==> config.mk <==
export PLATFORM = sky130hd
export DESIGN_NAME = bsq_fifo
export DESIGN_NICKNAME = d
export VERILOG_FILES = /design/src/bsq_pkg.sv /design/src/bsq_fifo.sv
export SDC_FILE = /design/constraint.sdc
export NUM_CORES = 1
export LEC_CHECK = 0
export ABC_AREA = 1
export ABC_CLOCK_PERIOD_IN_PS = 2200
export BUFFER_PORTS_ARGS = -buffer_cell sky130_fd_sc_hd__clkbuf_2
export CORE_AREA = 2 2 154 156
export CTS_CLUSTER_SIZE = 12
export DETAILED_ROUTE_END_ITERATION = 10
export DIE_AREA = 0 0 156 158
export HOLD_SLACK_MARGIN = 0.02
export PLACE_DENSITY_LB_ADDON = 0.08
export SETUP_SLACK_MARGIN = 0.2
export SYNTH_ARGS = -nofsm -noshare
export SYNTH_HDL_FRONTEND = slang
export SYNTH_SLANG_ARGS = --single-unit
==> constraint.sdc <==
create_clock -name clk -period 2.2 [get_ports clk]
set_input_delay 0.22 -clock clk [delete_from_list [all_inputs] [get_ports clk]]
set_output_delay 0.22 -clock clk [all_outputs]
set_load 0.02 [all_outputs]
==> src/bsq_pkg.sv <==
// Shared types, constants and the wave table builder of the step sequencer.
`timescale 1ns / 1ps
`default_nettype none
package bsq_pkg;

	localparam int CHANNELS  = 6;
	localparam int PAT_ROWS  = 128;
	localparam int WAVE_SIZE = 512;
	localparam int WAVE_W    = 9;

	localparam logic [31:0] GAIN_ONE    = 32'h1000_0000;
	localparam longint      Q30_ONE     = 64'd1073741824;
	localparam longint      HALF_PI_Q30 = 64'd1686629713;

	// Configuration register indexes (word index taken from paddr[2]).
	localparam logic REG_PRESET_COUNT = 1'b0;

	typedef enum logic [1:0] {
		OP_SAMPLE = 2'd0,
		OP_GAIN   = 2'd1,
		OP_SELECT = 2'd2,
		OP_WRITE  = 2'd3
	} op_t;

	// One classified item as it travels from the front to the back.
	typedef struct packed {
		op_t                op;
		logic [2:0]         chan;
		logic [2:0]         preset;
		logic [3:0]         step;
		logic signed [15:0] value;
		logic [23:0]        len;
		logic [3:0]         bar;
		logic [WAVE_W-1:0]  phase;
	} cmd_t;

	typedef enum logic [2:0] {
		ST_IDLE,
		ST_GAIN,
		ST_LOAD,
		ST_MUL,
		ST_MUL2,
		ST_OUT,
		ST_DIV,
		ST_DIVW
	} state_t;

	// Each entry holds the raised sine (0.15, bits 31:17) and raised cosine (bits 16:0).
	typedef logic [31:0] wave_tab_t [WAVE_SIZE];

	// Builds the wave table at elaboration: quadrant reduction and a Taylor series.
	function automatic wave_tab_t build_wave();
		wave_tab_t tab;
		longint    u, a, a2, t, ss, cc, sv, cv, vf, vq;
		longint    quad;
		int        i;
		for (i = 0; i < WAVE_SIZE; i++) begin
			u    = (longint'(i) <<< 32) / WAVE_SIZE;
			quad = (u >>> 30) & 3;
			a    = ((u & 64'h3FFF_FFFF) * HALF_PI_Q30) >>> 30;
			a2   = (a * a) >>> 30;
			t  = a;
			ss = a;
			t  = ((t * a2) >>> 30) / 6;   ss = ss - t;
			t  = ((t * a2) >>> 30) / 20;  ss = ss + t;
			t  = ((t * a2) >>> 30) / 42;  ss = ss - t;
			t  = ((t * a2) >>> 30) / 72;  ss = ss + t;
			t  = ((t * a2) >>> 30) / 110; ss = ss - t;
			t  = ((t * a2) >>> 30) / 156; ss = ss + t;
			t  = Q30_ONE;
			cc = Q30_ONE;
			t  = ((t * a2) >>> 30) / 2;   cc = cc - t;
			t  = ((t * a2) >>> 30) / 12;  cc = cc + t;
			t  = ((t * a2) >>> 30) / 30;  cc = cc - t;
			t  = ((t * a2) >>> 30) / 56;  cc = cc + t;
			t  = ((t * a2) >>> 30) / 90;  cc = cc - t;
			t  = ((t * a2) >>> 30) / 132; cc = cc + t;
			if (ss < 0) ss = 0;
			if (ss > Q30_ONE) ss = Q30_ONE;
			if (cc < 0) cc = 0;
			if (cc > Q30_ONE) cc = Q30_ONE;
			case (quad)
				0: begin sv = ss;  cv = cc;  end
				1: begin sv = cc;  cv = -ss; end
				2: begin sv = -ss; cv = -cc; end
				default: begin sv = -cc; cv = ss; end
			endcase
			vf = (Q30_ONE + cv + 32768) >>> 16;
			vq = ((Q30_ONE / 2) + (2 * sv) / 5 + 16384) >>> 15;
			tab[i] = {vq[14:0], vf[16:0]};
		end
		return tab;
	endfunction

endpackage
`default_nettype wire

==> src/bsq_fifo.sv <==
// Four-entry command queue between the front and the back.
`timescale 1ns / 1ps
`default_nettype none
module bsq_fifo (
	input  wire logic          clk,
	input  wire logic          arst_n,
	input  wire logic          push,
	input  wire bsq_pkg::cmd_t din,
	output logic               full,
	input  wire logic          pop,
	output bsq_pkg::cmd_t      dout,
	output logic               empty
);

	bsq_pkg::cmd_t entry_q [4];
	logic [1:0]    wr_ptr_q;
	logic [1:0]    rd_ptr_q;
	logic [2:0]    count_q;

	assign full  = count_q == 3'd4;
	assign empty = count_q == 3'd0;
	assign dout  = entry_q[rd_ptr_q];

	// Pointer and fill count bookkeeping.
	always_ff @(posedge clk or negedge arst_n) begin
		if (!arst_n) begin
			wr_ptr_q <= '0;
			rd_ptr_q <= '0;
			count_q  <= '0;
		end else begin
			if (push) begin
				wr_ptr_q <= wr_ptr_q + 2'd1;
			end
			if (pop) begin
				rd_ptr_q <= rd_ptr_q + 2'd1;
			end
			if (push && !pop) begin
				count_q <= count_q + 3'd1;
			end else if (pop && !push) begin
				count_q <= count_q - 3'd1;
			end
		end
	end

	always_ff @(posedge clk) begin
		if (push) begin
			entry_q[wr_ptr_q] <= din;
		end
	end

endmodule
`default_nettype wire

; Word level (Yosys, flattened, before mapping)
; Memories as Yosys holds them, arrays and structs flattened.
; Index checks and enable logic that the tools add are counted.
[word_totals]
regBits = 7
latchBits = 0
ram_bits = 260
mem_bits_ro = 0
inputBits = 69
output_inout_bits = 67
memories = 1
[op_classes]
addsub = 4
multipliers = 0
div_mod_pow = 0
n_lt_le_gt_ge = 0
n_eq_ne = 1
shifts = 0
mux = 4
bitwise = 0
n_reduce_logical = 6
[mem_list]
columns = name, words, width, read_ports, rd_clocked_by_memory_dff, write_ports, line
row1 = entry_q, 4, 65, 1, 0, 1, bsq_fifo.sv:15  ; bsq_pkg::cmd_t entry_q [4];
[op_table]
columns = op, n
row1 = $mux W3, 2
row2 = $add A2 B1 Y2 const B, 2
row3 = $add A3 B1 Y3 const B, 1
row4 = $eq A3 B3 Y1 const B, 1
row5 = $logic_not A3 Y1, 1
row6 = $sub A3 B1 Y3 const B, 1
row7 = $logic_and A1 B1 Y1, 2
row8 = $logic_not A1 Y1, 2
row9 = $mux W1, 2
row10 = $reduce_bool A2 Y1, 1

; Depth between registers and ports, before layout
[logic_depth]
depth_word = 4
depth_mapped = 9
ltp_nobuf = 9

; Least setup slack after synthesis
; Ideal clock, no wire load.
[synth_path]
path_type = flip-flop to flip-flop
start = register wr_ptr_q[0]
end = memory entry_q[2][0] in the netlist's numbering, enable pin
setup_ns = 0.419
arrival_ns = 1.934
setup_slack_ns = -0.153
path_stages_with_launch = 5
path_buffers = 0
path_cell_list = dfrtp_1 -> inv_1 -> ha_1 -> nand2_1 -> inv_1
[synth_lines]
columns = element, line
row1 = start: declaration, bsq_fifo.sv:16  ; logic [1:0] wr_ptr_q;
row2 = start signal: assignment, bsq_fifo.sv:32  ; wr_ptr_q <= wr_ptr_q + 2'd1;
row3 = end: declaration, bsq_fifo.sv:15
; Straight into the memory's write port.

==> flow_metrics.py <==
metrics = {
    "setup_path": {
        "worstSetupEndpointType": "output pin",
        "worstPathMaxFanout": 26,
        "rr_worst_depth": 5,
        "worstPathArrival_ns": 1.86,
        "cp-start-kind": "flop",
        "crit_type": "flop to output pin",
        "cp_data_required_time_ns": 1.98,
    },
    "cts": {
        "cts_buffers": 29,
        "cts_buffer_depth": 3,
        "cts_root_buf": "clkbuf_16",
        "insertion_delay_ns": 0.53,
        "cts_sinks": 267,
        "htreeDepth": 1,
        "clk_pin_slew_ns": 0.06,
        "cts_tree": "yes",
    },
    "sta": {
        "worstMarginPinSlew_ns": 0.498,
        "grt_setup_unrepaired": "yes",
        "slew_headroom_pct": 66.7,
        "period_needed_ns": 2.08,
        "fmax_ghz": 0.480,
        "fin_skew_ns": 0.00628,
        "finalCritPeriodShare_pct": 94.7,
        "final-max-slew-violation-count": 0,
        "tns_ns": 0,
        "final-setup-viol-count": 0,
        "hold_viol": 0,
    },
    "layout": {
        "final_net_count": 1106,
        "antennaDiodeCount": 0,
        "n_fill_cell": 1755,
        "area_delta_synth_final_pct": 27.2,
        "register_area_sq_um": 7990,
        "final_cell_mix": "edfxtp_1, nand2_1, inv_1",
        "final_common_cell": "edfxtp_1",
        "drive_above_1_share_pct": 29.4,
        "multi_input_area_sq_um": 2330,
    },
    "grt": {
        "grt_pass1_vias": 6894,
        "grt_util_all_layers_pct": 19.6,
        "antenna_found_initial": 0,
        "grt_first_pass_wirelength_mm": 37.4,
        "grt_max_degree": 47,
        "overflow": 0,
    },
    "route": {
        "drt_iter0_markers": 293,
        "vias": 6748,
        "wirelength_mm": 24.0,
        "drc": 0,
        "antenna_left": 0,
        "wire_per_inst_microns": 17.9,
        "vias_per_cell": 5.03,
        "dr.pass1.iters": 4,
    },
    "synth": {
        "ys_seq_area_share_pct": 70.8,
        "synthAdderAreaFrac_pct": 0.733,
        "synth_xor_xnor_area_share_pct": 0.311,
        "syn_area_sq_um": 11300,
        "synth_top_family_by_area": "compound AO/OA/AOI/OAI gates",
        "synthMuxAreaShare_pct": 0,
        "yosys.area_share.simple_pct": 7.34,
        "synthCells": 806,
        "ys_ff_latch": 267,
        "synth_compound_area_share_pct": 12.0,
        "ys_types": 22,
        "avgSynthCellArea_sq_um": 14.0,
        "syn_nets": 881,
        "yosys_warnings": 0,
    },
    "pwr": {
        "powerDensity_nw_per_um2": 1420,
        "p_leak_nw": 5.83,
        "ir_worst_vdd_uv": 850,
        "p_total_mw": 20.3,
    },
    "run": {
        "drv_cap": 0,
    },
    "floorplan": {
        "die_h_microns": 158,
        "row_count": 56,
        "die_w_microns": 156,
        "core-area_sq_um": 23100,
        "initial_core_util_pct": 48.9,
        "die-area_sq_um": 24600,
        "io_pins": 136,
    },
    "placed_design": {
        "dp_hpwl_mm": 13.1,
        "gp_congestion": 0.703,
        "io_buffer_count": 135,
    },
    "outcome": {
        "status": "finished clean",
    },
    "hold_path": {
        "hp-class": "input port to async pin",
    },
}
[cells by family (layout without fill, tap and decap cells)]
family	after synthesis	count (layout)
DFF	267	267
and+or+nand+nor	212	212
buffers and inverters	186	431
AOI/OAI and AO/OA	131	131
adders and majority gates	6	6
xor gates and xnor gates	4	4
[synthesized netlist by cell type, drive strengths merged]
cell | n | area share [%]
edfxtp | 260 | 69
nand2 | 208 | 7.2
inv | 142 | 4.7
o211ai | 130 | 12
buf | 42 | 4.0
dfrtp | 7 | 1.6
ha | 5 | 0.56
xor2 | 3 | 0.23
clkbuf | 2 | 0.067
nor3 | 2 | 0.089
fa | 1 | 0.18
nand3 | 1 | 0.044
nand4 | 1 | 0.056
o21ai | 1 | 0.044
xnor2 | 1 | 0.078
[per-layer routing]
metal,GRT usage [%],wire length [microns]
met3,2.85,1150
met2,34.9,12200
met4,4.59,485
met5,0,0
met1,25.6,10100
[cell type report]
type	instances	area share, %
well taps	290	2.53
repair buffers	238	15.5
multi-input cells	353	16.3
clock buffers	37	5.27
flip-flops and latches	267	55.8
inverters	142	3.91
clock inverters	14	0.777
[through the flow]
stage                     utilization (%)  area (sq um)  worst slack (ns)  cells  hold slack [ns]
after floorplan                         -         11300             0.190    806          -0.0756
after global placement               53.0         12200             0.435   1206           0.0697
after detailed placement             53.0         12200             0.373   1206           0.0775
after CTS                            61.7         14200             0.110   1339           0.0472
after global routing                 62.2         14300            0.0529   1341           0.0600
final                                62.2         14300             0.116   1341           0.0609
[path summary, 6_finish.rpt]
check                            startpoint             end  slack (ns)
worst min-delay path                 arst_n      count_q[1]        0.06
min in group clk                       push     wr_ptr_q[0]        0.07
worst max-delay path            rd_ptr_q[0]        dout[30]        0.12
max in group asynchronous            arst_n     rd_ptr_q[0]        1.94
worst min register to register   count_q[2]      count_q[2]        0.56
worst max register to register  wr_ptr_q[0]  entry_q[0][19]        0.41
[power breakdown]
part | switching [mW] | leakage, nW | total (mW) | internal (mW)
Sequential | 0.332 | 2.47 | 7.00 | 6.67
Clock | 1.85 | 0.426 | 4.48 | 2.63
Combinational | 5.23 | 2.93 | 8.80 | 3.58
[worst max-delay path, cell delays in order (launching register included)]
cell and delay (ns):
dfrtp_4 0.49, buf_12 0.18, buf_16 0.18, o211ai_1 0.18
nand2_1 0.12, clkbuf_8 0.17
[sequential cells by signal, indices dropped and copies added, names as in the netlist]
| register | count |
|---|---|
| count_q | 3 |
| entry_q | 260 |
| rd_ptr_q | 2 |
| wr_ptr_q | 2 |
[what timing repair did]
item                       CTS  global route
setup buffers                8             0
resized for setup           48            60
pin swaps                   21            28
cloned                       7             2
hold buffers                67             0
setup endpoints to repair   65            65
hold endpoints to repair   269             0
Power figures use the tool's default switching activity.
