`src/bsq_pkg.sv`:
```
// Shared types, constants and the wave table builder of the step sequencer.
`timescale 1ns / 1ps
`default_nettype none
package bsq_pkg;

	localparam int CHANNELS  = 6;
	localparam int PAT_ROWS  = 128;
	localparam int WAVE_SIZE = 512;
	localparam int WAVE_W    = 9;

	localparam logic [31:0] GAIN_ONE    = 32'h1000_0000;
	localparam longint      Q30_ONE     = 64'd1073741824;
	localparam longint      HALF_PI_Q30 = 64'd1686629713;

	// Configuration register indexes (word index taken from paddr[2]).
	localparam logic REG_PRESET_COUNT = 1'b0;

	typedef enum logic [1:0] {
		OP_SAMPLE = 2'd0,
		OP_GAIN   = 2'd1,
		OP_SELECT = 2'd2,
		OP_WRITE  = 2'd3
	} op_t;

	// One classified item as it travels from the front to the back.
	typedef struct packed {
		op_t                op;
		logic [2:0]         chan;
		logic [2:0]         preset;
		logic [3:0]         step;
		logic signed [15:0] value;
		logic [23:0]        len;
		logic [3:0]         bar;
		logic [WAVE_W-1:0]  phase;
	} cmd_t;

	typedef enum logic [2:0] {
		ST_IDLE,
		ST_GAIN,
		ST_LOAD,
		ST_MUL,
		ST_MUL2,
		ST_OUT,
		ST_DIV,
		ST_DIVW
	} state_t;

	// Each entry holds the raised sine (0.15, bits 31:17) and raised cosine (bits 16:0).
	typedef logic [31:0] wave_tab_t [WAVE_SIZE];

	// Builds the wave table at elaboration: quadrant reduction and a Taylor series.
	function automatic wave_tab_t build_wave();
		wave_tab_t tab;
		longint    u, a, a2, t, ss, cc, sv, cv, vf, vq;
		longint    quad;
		int        i;
		for (i = 0; i < WAVE_SIZE; i++) begin
			u    = (longint'(i) <<< 32) / WAVE_SIZE;
			quad = (u >>> 30) & 3;
			a    = ((u & 64'h3FFF_FFFF) * HALF_PI_Q30) >>> 30;
			a2   = (a * a) >>> 30;
			t  = a;
			ss = a;
			t  = ((t * a2) >>> 30) / 6;   ss = ss - t;
			t  = ((t * a2) >>> 30) / 20;  ss = ss + t;
			t  = ((t * a2) >>> 30) / 42;  ss = ss - t;
			t  = ((t * a2) >>> 30) / 72;  ss = ss + t;
			t  = ((t * a2) >>> 30) / 110; ss = ss - t;
			t  = ((t * a2) >>> 30) / 156; ss = ss + t;
			t  = Q30_ONE;
			cc = Q30_ONE;
			t  = ((t * a2) >>> 30) / 2;   cc = cc - t;
			t  = ((t * a2) >>> 30) / 12;  cc = cc + t;
			t  = ((t * a2) >>> 30) / 30;  cc = cc - t;
			t  = ((t * a2) >>> 30) / 56;  cc = cc + t;
			t  = ((t * a2) >>> 30) / 90;  cc = cc - t;
			t  = ((t * a2) >>> 30) / 132; cc = cc + t;
			if (ss < 0) ss = 0;
			if (ss > Q30_ONE) ss = Q30_ONE;
			if (cc < 0) cc = 0;
			if (cc > Q30_ONE) cc = Q30_ONE;
			case (quad)
				0: begin sv = ss;  cv = cc;  end
				1: begin sv = cc;  cv = -ss; end
				2: begin sv = -ss; cv = -cc; end
				default: begin sv = -cc; cv = ss; end
			endcase
			vf = (Q30_ONE + cv + 32768) >>> 16;
			vq = ((Q30_ONE / 2) + (2 * sv) / 5 + 16384) >>> 15;
			tab[i] = {vq[14:0], vf[16:0]};
		end
		return tab;
	endfunction

endpackage
`default_nettype wire

```
`src/bsq_front.sv`:
```
// Front end: accepts input transfers, classifies them and drops ignored items.
`timescale 1ns / 1ps
`default_nettype none
module bsq_front (
	input  wire logic               clk,
	input  wire logic               arst_n,
	input  wire logic [3:0]         preset_count,
	input  wire logic               s_axis_tvalid,
	output logic                    s_axis_tready,
	input  wire logic [87:0]        s_axis_tdata,
	input  wire logic [1:0]         s_axis_tuser,
	output logic                    push,
	output bsq_pkg::cmd_t           cmd,
	input  wire logic               full
);

	logic          valid_s1;
	bsq_pkg::cmd_t cmd_s1;
	bsq_pkg::cmd_t cmd_new;
	logic          keep;
	logic          accept;

	assign s_axis_tready = !valid_s1 || !full;
	assign accept        = s_axis_tvalid && s_axis_tready;
	assign push          = valid_s1 && !full;
	assign cmd           = cmd_s1;

	// Decode the fields; a sample gets its bar and wave phase here.
	always_comb begin
		cmd_new.op     = bsq_pkg::op_t'(s_axis_tuser);
		cmd_new.chan   = s_axis_tdata[22:20];
		cmd_new.preset = s_axis_tdata[25:23];
		cmd_new.step   = s_axis_tdata[29:26];
		cmd_new.len    = s_axis_tdata[69:46];
		cmd_new.value  = (cmd_new.op == bsq_pkg::OP_WRITE) ? s_axis_tdata[85:70]
			: s_axis_tdata[45:30];
		if (s_axis_tdata[19]) begin
			cmd_new.bar   = 4'd0;
			cmd_new.phase = '0;
		end else begin
			cmd_new.bar   = s_axis_tdata[18] ? 4'hF : s_axis_tdata[17:14];
			cmd_new.phase = s_axis_tdata[13:5];
		end
		case (cmd_new.op)
			bsq_pkg::OP_SAMPLE: keep = 1'b1;
			bsq_pkg::OP_GAIN:   keep = cmd_new.chan < 3'(bsq_pkg::CHANNELS);
			bsq_pkg::OP_SELECT: keep = {1'b0, cmd_new.preset} < preset_count;
			bsq_pkg::OP_WRITE:  keep = cmd_new.chan < 3'(bsq_pkg::CHANNELS);
			default:            keep = 1'b0;
		endcase
	end

	// Stage register toward the queue.
	always_ff @(posedge clk or negedge arst_n) begin
		if (!arst_n) begin
			valid_s1 <= 1'b0;
		end else if (accept) begin
			valid_s1 <= keep;
		end else if (push) begin
			valid_s1 <= 1'b0;
		end
	end

	always_ff @(posedge clk) begin
		if (accept) begin
			cmd_s1 <= cmd_new;
		end
	end

endmodule
`default_nettype wire

```
`config.mk`:
```
export PLATFORM = sky130hd
export DESIGN_NAME = bsq_front
export DESIGN_NICKNAME = d
export VERILOG_FILES = /design/src/bsq_pkg.sv /design/src/bsq_front.sv
export SDC_FILE = /design/constraint.sdc
export NUM_CORES = 1
export LEC_CHECK = 0
export BUFFER_PORTS_ARGS = -buffer_cell sky130_fd_sc_hd__buf_2
export CAP_MARGIN = 40
export CORE_ASPECT_RATIO = 0.8
export CORE_MARGIN = 5
export CORE_UTILIZATION = 44
export DETAILED_ROUTE_END_ITERATION = 16
export PLACE_DENSITY = 0.89
export SLEW_MARGIN = 20
export SYNTH_ARGS = -nofsm -noshare
export SYNTH_HDL_FRONTEND = slang
export SYNTH_SLANG_ARGS = --single-unit
export TNS_END_PERCENT = 5
```
`constraint.sdc`:
```
create_clock -name clk -period 6.3 [get_ports clk]
set_clock_uncertainty 0.2 [all_clocks]
set_input_delay 0.945 -clock clk [delete_from_list [all_inputs] [get_ports clk]]
set_output_delay 0.945 -clock clk [all_outputs]
set_load 0.02 [all_outputs]
```
After elaboration in Yosys (flattened, before gate mapping):

Cells that the tools add are included.

* bits of input ports: 98
* output and inout port bits: 67
* word-level logic and storage cells: 27
* register bits after elaboration: 66

* multiplexer cells: 5
* equality and inequality tests: 3
* reductions and logical operators: 8
* $lt $le $gt $ge: 2

Operator list (count)
* $mux 16: 1
* $eq 2x2->1 const B: 2
* $lt 3x4->1: 1
* $mux 4: 1
* $lt 3x3->1 const B: 1
* $pmux 1 s3: 1
* $eq 2x1->1 const B: 1
* $logic_and 1x1->1: 2
* $logic_not 1->1: 2
* $logic_not 2->1: 1
* $mux 1: 2
* $reduce_bool 2->1: 1
* $reduce_or 2->1: 1
* $logic_or 1x1->1: 1

Depth between registers and ports, before layout:

* depth in word-level cells: 4
* depth in mapped cells: 5

Least setup slack after synthesis:

No wires, ideal clock.

* kind: in2reg
* start: input port full
* end: register cmd_s1 (netlist bit cmd[0]), enable pin
* path buffers: 0
* arrival time: 2731 ps
* setup slack: 2939 ps
* stages on the path: 2
* data required time: 5670 ps
* setup time: 430 ps
* cell sequence: nand2_1 > and2_1

* cells in the longest elaborated chain, start to end: 3

Ends and longest elaborated chain
* start, declared: line bsq_front.sv:14 `input wire logic full`
* $logic_not 1->1: line bsq_front.sv:23 `assign s_axis_tready = !valid_s1 || !full;`
* $logic_or 1x1->1: line bsq_front.sv:23
* $logic_and 1x1->1: line bsq_front.sv:24 `assign accept = s_axis_tvalid && s_axis_tready;`
* via accept: line bsq_front.sv:21 `logic accept;`
* end signal, assigned: line bsq_front.sv:66 `cmd_s1 <= cmd_new;`
* end, declared: line bsq_front.sv:18 `bsq_pkg::cmd_t cmd_s1;`

The timed path passes the listed nets, and every way through them passes these cells.
A chain may end at the register's enable or synchronous reset.

Final worst setup path:

* start: input port full
* end: register cmd_s1 (netlist bit cmd[63]), enable pin

The elaborated chain is that of the path after synthesis.

==> key figures <==
CTS
  • Clock transition at the registers of the reported paths: 0.06 ns
  • Clock latency at the later pin of the worst-skew pair: 0.33 ns
  • Buffer count from post-CTS setup fixing: 0
  • TritonCTS buffer count: 9
  • Post_cts resized: 0
  • Clock buffer depth: 2
  • Hold Buf Count CTS: 0
  • Root Driver: clkbuf_8
  • CTS sink cnt: 66
  • TritonCTS clock tree: built
  • Htree depth: 3

Worst setup path
  • Setup Crit Path Kind: primary input to flop
  • Worst EP required: 6.08 ns
  • CP Cell Sequence: buf_2 > nand2_1 > and2_2 > buf_4
  • Slowest cell on the critical path: and2_2
  • CP endpoint kind: flop
  • Startpoint types: primary input
  • Max stage delay on crit path: 0.62 ns
  • Crit path buf inv count: 2
  • CP max FO: 35
  • Largest delay share family, worst path: simple AND/OR/NAND/NOR gates
  • CP arrival: 2.32 ns

Finish
  • ANT cells: 0
  • Synth-to-Final Area Change: 43.9%
  • Commonest non-fill, non-tap cell in the layout: buf_2
  • Share of cells above drive strength 1: 65.7%
  • Most frequent cells in the layout: buf_2, edfxtp_1, nor2b_1, mux2_4, clkbuf_8
  • Final nets: 384

Synth
  • Post-synthesis cell type count: 18
  • Post-synthesis sequential area ratio: 81.9%
  • Synthesized area: 2410 um^2
  • Yosys top cell area share: 80.9%
  • Adder-Cell Fraction of Synth Area: 1.04%
  • #FFs+latches synth: 66
  • Combinational family with the most area after synthesis: multiplexers
  • Yosys warnings: 0
  • Post-synthesis simple-gate area fraction: 6.01%
  • Gate Count Post-Synth: 117
  • Synth Area in Compound Gates: 0.726%
  • Mux cell area share after synthesis: 9.02%
  • Top post-synthesis cells by area: edfxtp_1, mux2_4, nor2b_1
  • Synth Net Count: 217
  • Synth area leader: edfxtp_1
  • Synth Area in XOR/XNOR: 0%
  • Syn_area_per_cell: 20.6 um^2

Global route
  • Initial antenna violation count: 0
  • Grt total ovfl: 0
  • Largest net degree at the start of global routing: 36
  • Via count of the first global-routing pass: 1803
  • First-pass GRT wire length: 9150 um
  • Overall Global Routing Usage: 17.5%

Route
  • Avg WL per Cell: 17.5 um
  • DR DRC count: 0
  • Detailed-route vias per instance: 4.69
  • Final wirelength: 6210 um
  • Antenna viol nets, final: 0
  • DR vias: 1659
  • First DRT Iteration DRCs: 73
  • Drt first pass iters: 4

Die
  • Die Width: 92.8 um
  • Core Box Area: 5380 um^2
  • Row Count: 24
  • Num ports: 165
  • Initial Util: 44.9%
  • Die ar.: 7080 um^2
  • Die height: 76.2 um

Power
  • Leak Pwr: 1.57 nW
  • Overall power: 0.00102 W
  • Pwr dens: 295 nW/um^2
  • VDD IR max: 0.123 mV

Run
  • Max-cap viol count: 0

Status
  • Outcome: complete, no violations

Place
  • DP Wirelength: 4840 um
  • IO buf count: 157
  • GP Congestion: 0.832

Timing
  • Crit share post-route: 40.3%
  • Hold Slack: 0.182 ns
  • Final hold vios: 0
  • RSZ-0062 raised after global routing: false
  • Fin crit period: 2.54 ns
  • Max-slew headroom: 53.9%
  • Least-Margin Pin Slew: 0.692 ns
  • Fin. max-slew vios: 0
  • Max Fclk: 394 MHz
  • TNS Setup: 0 ns
  • Final Setup Violations: 0

Worst hold path
  • Worst hold path class: primary input to async pin
[routing by layer]
layer / vias to the layer above / GRT usage (%) / wire length, um
li1: 776 / - / -
met1: 788 / 16.7 / 2120
met2: 87 / 33.4 / 3440
met3: 8 / 5.43 / 541
met4: 0 / 8.64 / 106
met5: - / 0 / 0
[worst paths after layout]
check | from | end | slack [ns] | cells past startpoint
setup / recovery | full | cmd[63] | 3.76 | 4
hold reg to reg | valid_s1 | valid_s1 | 0.45 | 2
hold / removal | arst_n | valid_s1 | 0.18 | 1
min in group clk | valid_s1 | valid_s1 | 0.45 | 2
setup reg to reg | valid_s1 | cmd[63] | 4.10 | 3
max in group asynchronous | arst_n | valid_s1 | 5.63 | 1
[power breakdown]
part	switching (W)	leakage, nW	internal, W	total [W]
clock network	0.000152	0.102	0.000218	0.000369
registers	0.00000693	0.636	0.000518	0.000525
logic	0.0000778	0.833	0.0000530	0.000131
total	0.000236	1.57	0.000789	0.00102
[cell usage after synthesis]
library cell and instances:
edfxtp_1 65, nor2b_1 11, mux2_4 10, nor2_1 8, mux2_2 6, nand2_1 3, ha_1 2, inv_1 2
a21oi_1 1, a22oi_1 1, and2_1 1, and4bb_2 1, buf_12 1, clkbuf_1 1, dfrtp_1 1, nand2_4 1
nand3_1 1, o21ai_0 1
[layout make-up]
type / count / area [um^2]
Multi-Input combinational cell: 47 / 407
Fill cell: 386 / 1900
Tap cell: 65 / 81.3
Timing Repair Buffer: 158 / 793
Inverter: 2 / 7.51
Sequential cell: 66 / 1980
Clock buffer: 9 / 124
Clock inverter: 7 / 83.8
[through the flow]
step / setup slack, ns / area (um^2) / util, % / std cells
floorplan: 2.94 / 2410 / - / 117
global placement: 3.47 / 3270 / 60.8 / 338
detailed placement: 3.39 / 3270 / 60.8 / 338
CTS: 3.75 / 3470 / 64.6 / 354
global route: 3.65 / 3470 / 64.6 / 354
finish: 3.76 / 3470 / 64.6 / 354
[flip-flops by register name, summed over array words and instances (netlist names)]
signal    flops
cmd          65
valid_s1      1
[logic make-up after synthesis]
family	Yosys count
flip-flops	66
adder cells (fa/ha/maj)	2
multiplexers	16
buffers and inverters	4
AND/OR/NAND/NOR	26
AO/OA/AOI/OAI	3
Power figures use the tool's default switching activity.
